File: src/design/bpgt_ram.sv
// Single-port-write, single-port-read synchronous RAM with registered read data.
module bpgt_ram #(
   parameter int WIDTH      = 2,
   parameter int DEPTH_BITS = 11
) (
   input  logic                  clock,
   input  logic                  rd_en,
   input  logic [DEPTH_BITS-1:0] rd_addr,
   output logic [WIDTH-1:0]      rd_data,
   input  logic                  wr_en,
   input  logic [DEPTH_BITS-1:0] wr_addr,
   input  logic [WIDTH-1:0]      wr_data
);

   logic [WIDTH-1:0] mem [2**DEPTH_BITS];
   logic [WIDTH-1:0] rd_data_ff;

   always_ff @(posedge clock) begin
      if (wr_en) begin
         mem[wr_addr] <= wr_data;
      end
      if (rd_en) begin
         rd_data_ff <= mem[rd_addr];
      end
   end

   assign rd_data = rd_data_ff;

endmodule

File: config.mk
export PLATFORM = sky130hd
export DESIGN_NAME = bpgt_ram
export DESIGN_NICKNAME = d
export VERILOG_FILES = /design/src/design/bpgt_ram.sv
export SDC_FILE = /design/constraint.sdc
export NUM_CORES = 2
export LEC_CHECK = 0
export BUFFER_PORTS_ARGS = -buffer_cell sky130_fd_sc_hd__buf_2
export CAP_MARGIN = 20
export CORE_ASPECT_RATIO = 0.75
export CORE_MARGIN = 4
export CORE_UTILIZATION = 52
export DETAILED_ROUTE_END_ITERATION = 6
export MAX_ROUTING_LAYER = met4
export PLACE_DENSITY = 0.75
export SKIP_LAST_GASP = 1
export SYNTH_ARGS = -nofsm -noshare
export SYNTH_HDL_FRONTEND = slang
export SYNTH_SLANG_ARGS = --single-unit
File: constraint.sdc
create_clock -name clock -period 5.8 [get_ports clock]
set_input_delay 0.29 -clock clock [delete_from_list [all_inputs] [get_ports clock]]
set_output_delay 0.29 -clock clock [all_outputs]
set_load 0.005 [all_outputs]
==> impl_results.md <==
- Failing checks: design-rule violations
- Residual DRC count: 28
- Critical path cell sequence: buf_8 -> nand2b_4 -> buf_12 -> o21ai_0 -> a21oi_1 -> buf_4 -> o31ai_2 -> and3_1 -> nand4_1 -> o41ai_1 -> or3_1
- Final WS setup: 1.34 ns
- Fraction of layout cells with a size suffix above 1: 15.3%
- Root Buffer: clkbuf_16
- Top FF cell, synth: edfxtp_1
- Distinct cells, synth: 80
- Synthesis warning total: 0
- Drt first-iter violations: 20600
- Worst slew pin tran: 1.39 ns
- CTS HTree Levels: 5
- Worst Path Arrival: 5.25 ns
- Die area: 0.334 sq mm
- Clock Sinks: 4098
- Pwr Total: 59.3 mW
- RR Startpoint: mem[1494][0]
- Fin crit period: 4.46 ns
- Slowest CP cell: o31ai_2
- Seq/Total Area, Yosys: 72.9%
- Vias post-DR: 99900
- Nets@finish: 10100
- Tcrit/Tclk final: 76.9%
- Post-Synthesis Cells: 10200
- Die width: 666 microns
- Vias in the first global route: 97400
- Crit path max-delay family: compound AO/OA/AOI/OAI gates
- CTS Buf Count: 365
- Fmax: 224 MHz
- Clock slew at reported path FFs: 0.06 ns
- Syn_nets: 10200
- Initial cell density of the core: 52.5%
- Slowest stage delay, CP: 0.95 ns
- Largest area contributor in the netlist: edfxtp_1
- Die Span Y: 501 microns
- Worst setup SP type: input pin
- Core area: 0.322 sq mm
- Io pins: 29
- Drt via density: 6.80
- # port buffers: 28
- Largest net degree at the start of global routing: 284
- Final Hold Fails: 0
- R2R Setup Slk: 1.71 ns
- Worst hold slack: 0.0927 ns
- Global placement routability congestion: 0.957
- Unrepaired setup endpoints after global routing: false
- Max_cap viols: 0
- Final max-slew violation count: 0
- Setup WS pre-CTS: 0.797 ns
- Hold Path Class: input pin to flop
- Power Density: 319 mW/mm^2
- Setup Crit Path Kind: input pin to flop
- Worst skew pair latency: 0.92 ns
- FP Rows: 180
- Area grow syn2layout: 10.2%
- Final wirelength: 491000 microns
- Longest Clk Path Bufs: 4
- Status: finished, violations left
- Syn avg cell area: 16.6 sq um
- Initial antenna violation count: 56
- Post-synth EDFFs: 4098
- Post-synth top cells: 4098 x edfxtp_1, 2181 x nor2_1, 798 x mux2i_1
- Mapped cell area: 0.169 sq mm
- Worst VDD drop: 0.283 mV
- Flops & latches, synth: 4098
- Req. time, crit path: 6.59 ns
- Dpl cell area: 0.174 sq mm
- Crit path launch: rd_addr[1]
- LEAKAGE: 57.4 nW
- Area contributors post-synth: edfxtp_1 73%, mux4_2 8.2%, nor2_1 4.8%, mux2i_1 4.7%, o221ai_1 1.3%
- Design area: 0.186 sq mm
- GRT overflow: 0
- Fill count: 23000
- Final setup skew: 0.0433 ns
- First drt pass iteration count: 7
- DP HPWL: 289000 microns
- Setup Total Neg Slack: 0 ns
- CTS tree: yes
- Final setup viols: 0
- Most frequent cell after synthesis: edfxtp_1
- DR WL/cell: 33.4 microns
- Ys async rst share: 0%
- CP Buf/Inv Count: 3
- Synth top area share: 72.9%
- Detail Route Antenna Nets: 0
- Worst Min Path Start: wr_addr[2]
- Max-slew headroom: 7.37%
- Critical Path Fanout Max: 41
- First-pass GRT wire length: 696000 microns
- Aggregate global-route resource usage: 29.8%
- CP endpoint kind: flop
## timing repair
| item | in CTS | in global routing |
|---|---|---|
| gates resized for setup | 0 | 0 |
| buffers inserted | 0 | 0 |
| endpoints found under the hold margin | 135 | 0 |
| hold buffers | 3 | 0 |
## kinds of logic after synthesis
group                  after synthesis  synth area share [%]
DFF                               4098                  72.9
and+or+nand+nor                   2850                  6.87
muxes                             1459                  13.5
AOI/OAI and AO/OA                  910                  3.78
buffers and inverters              857                  3.00
## metal layers
layer | global-route usage [%] | part of all wire (%) | vias to the layer above
met4 | 10.8 | 4.2 | 0
li1 | - | - | 39600
met2 | 41.2 | 43 | 8603
met1 | 40.5 | 35 | 50400
met5 | - | 0 | -
met3 | 11.1 | 18 | 1275
## report_power, final
group | switching (mW) | internal, mW
Sequential | 0.00882 | 32.6
Combinational | 2.12 | 0.937
Clock | 10.7 | 12.9
Total | 12.9 | 46.5
## worst register-to-register path, delay by kind of cell (launching register included)
family           cells  cell delay, ns
AND/OR/NAND/NOR      5            1.73
AO/OA/AOI/OAI        2            1.60
multiplexers         1            0.27
flip-flops           1            0.36
## layout by cell type, fill, tap and decap left out, drive strengths merged, types with 9 or more instances in the layout
cell / n
edfxtp: 4098
nor2: 2181
mux2i: 798
mux4: 639
clkbuf: 453
buf: 403
o221ai: 254
nand2: 230
o22ai: 178
nor3: 164
a21oi: 149
clkinv: 145
o21ai: 123
nand3: 81
a211oi: 63
nor4: 61
diode: 51
a2111oi: 28
bufinv: 27
nand4: 26
mux2: 22
and2: 20
a31oi: 19
o31ai: 15
nor2b: 12
inv: 12
or4: 11
or3: 11
and3: 11
o32ai: 10
nor3b: 10
a211o: 9
## final timing paths
check / to / cells after the start
min: mem[1507][0] / 4
min reg2reg: rd_data[1] / 8
max reg2reg: rd_data[0] / 8
max: rd_data[0] / 11
## registers in the layout, summed over array words and instances (netlist names)
name and flops:
rd_data 2, mem 4096
## per-stage QoR
stage	util, %	std cells
floorplan	-	10200
global placement	53.8	13900
detailed placement	54.0	14000
CTS	57.5	14600
global route	57.8	14700
finish	57.8	14700
## layout make-up
type	instances	area, sq um	area share [%]
flip-flops and latches	4098	123000	66.1
multi-input cells	5219	41300	22.2
clock buffers	451	9580	5.15
well taps	4277	5350	2.88
repair buffers	409	4950	2.66
clock inverters	188	1700	0.911
diodes	51	128	0.0686
inverters	4	25.0	0.0135
Note: power is estimated with default switching activity, not from simulation.
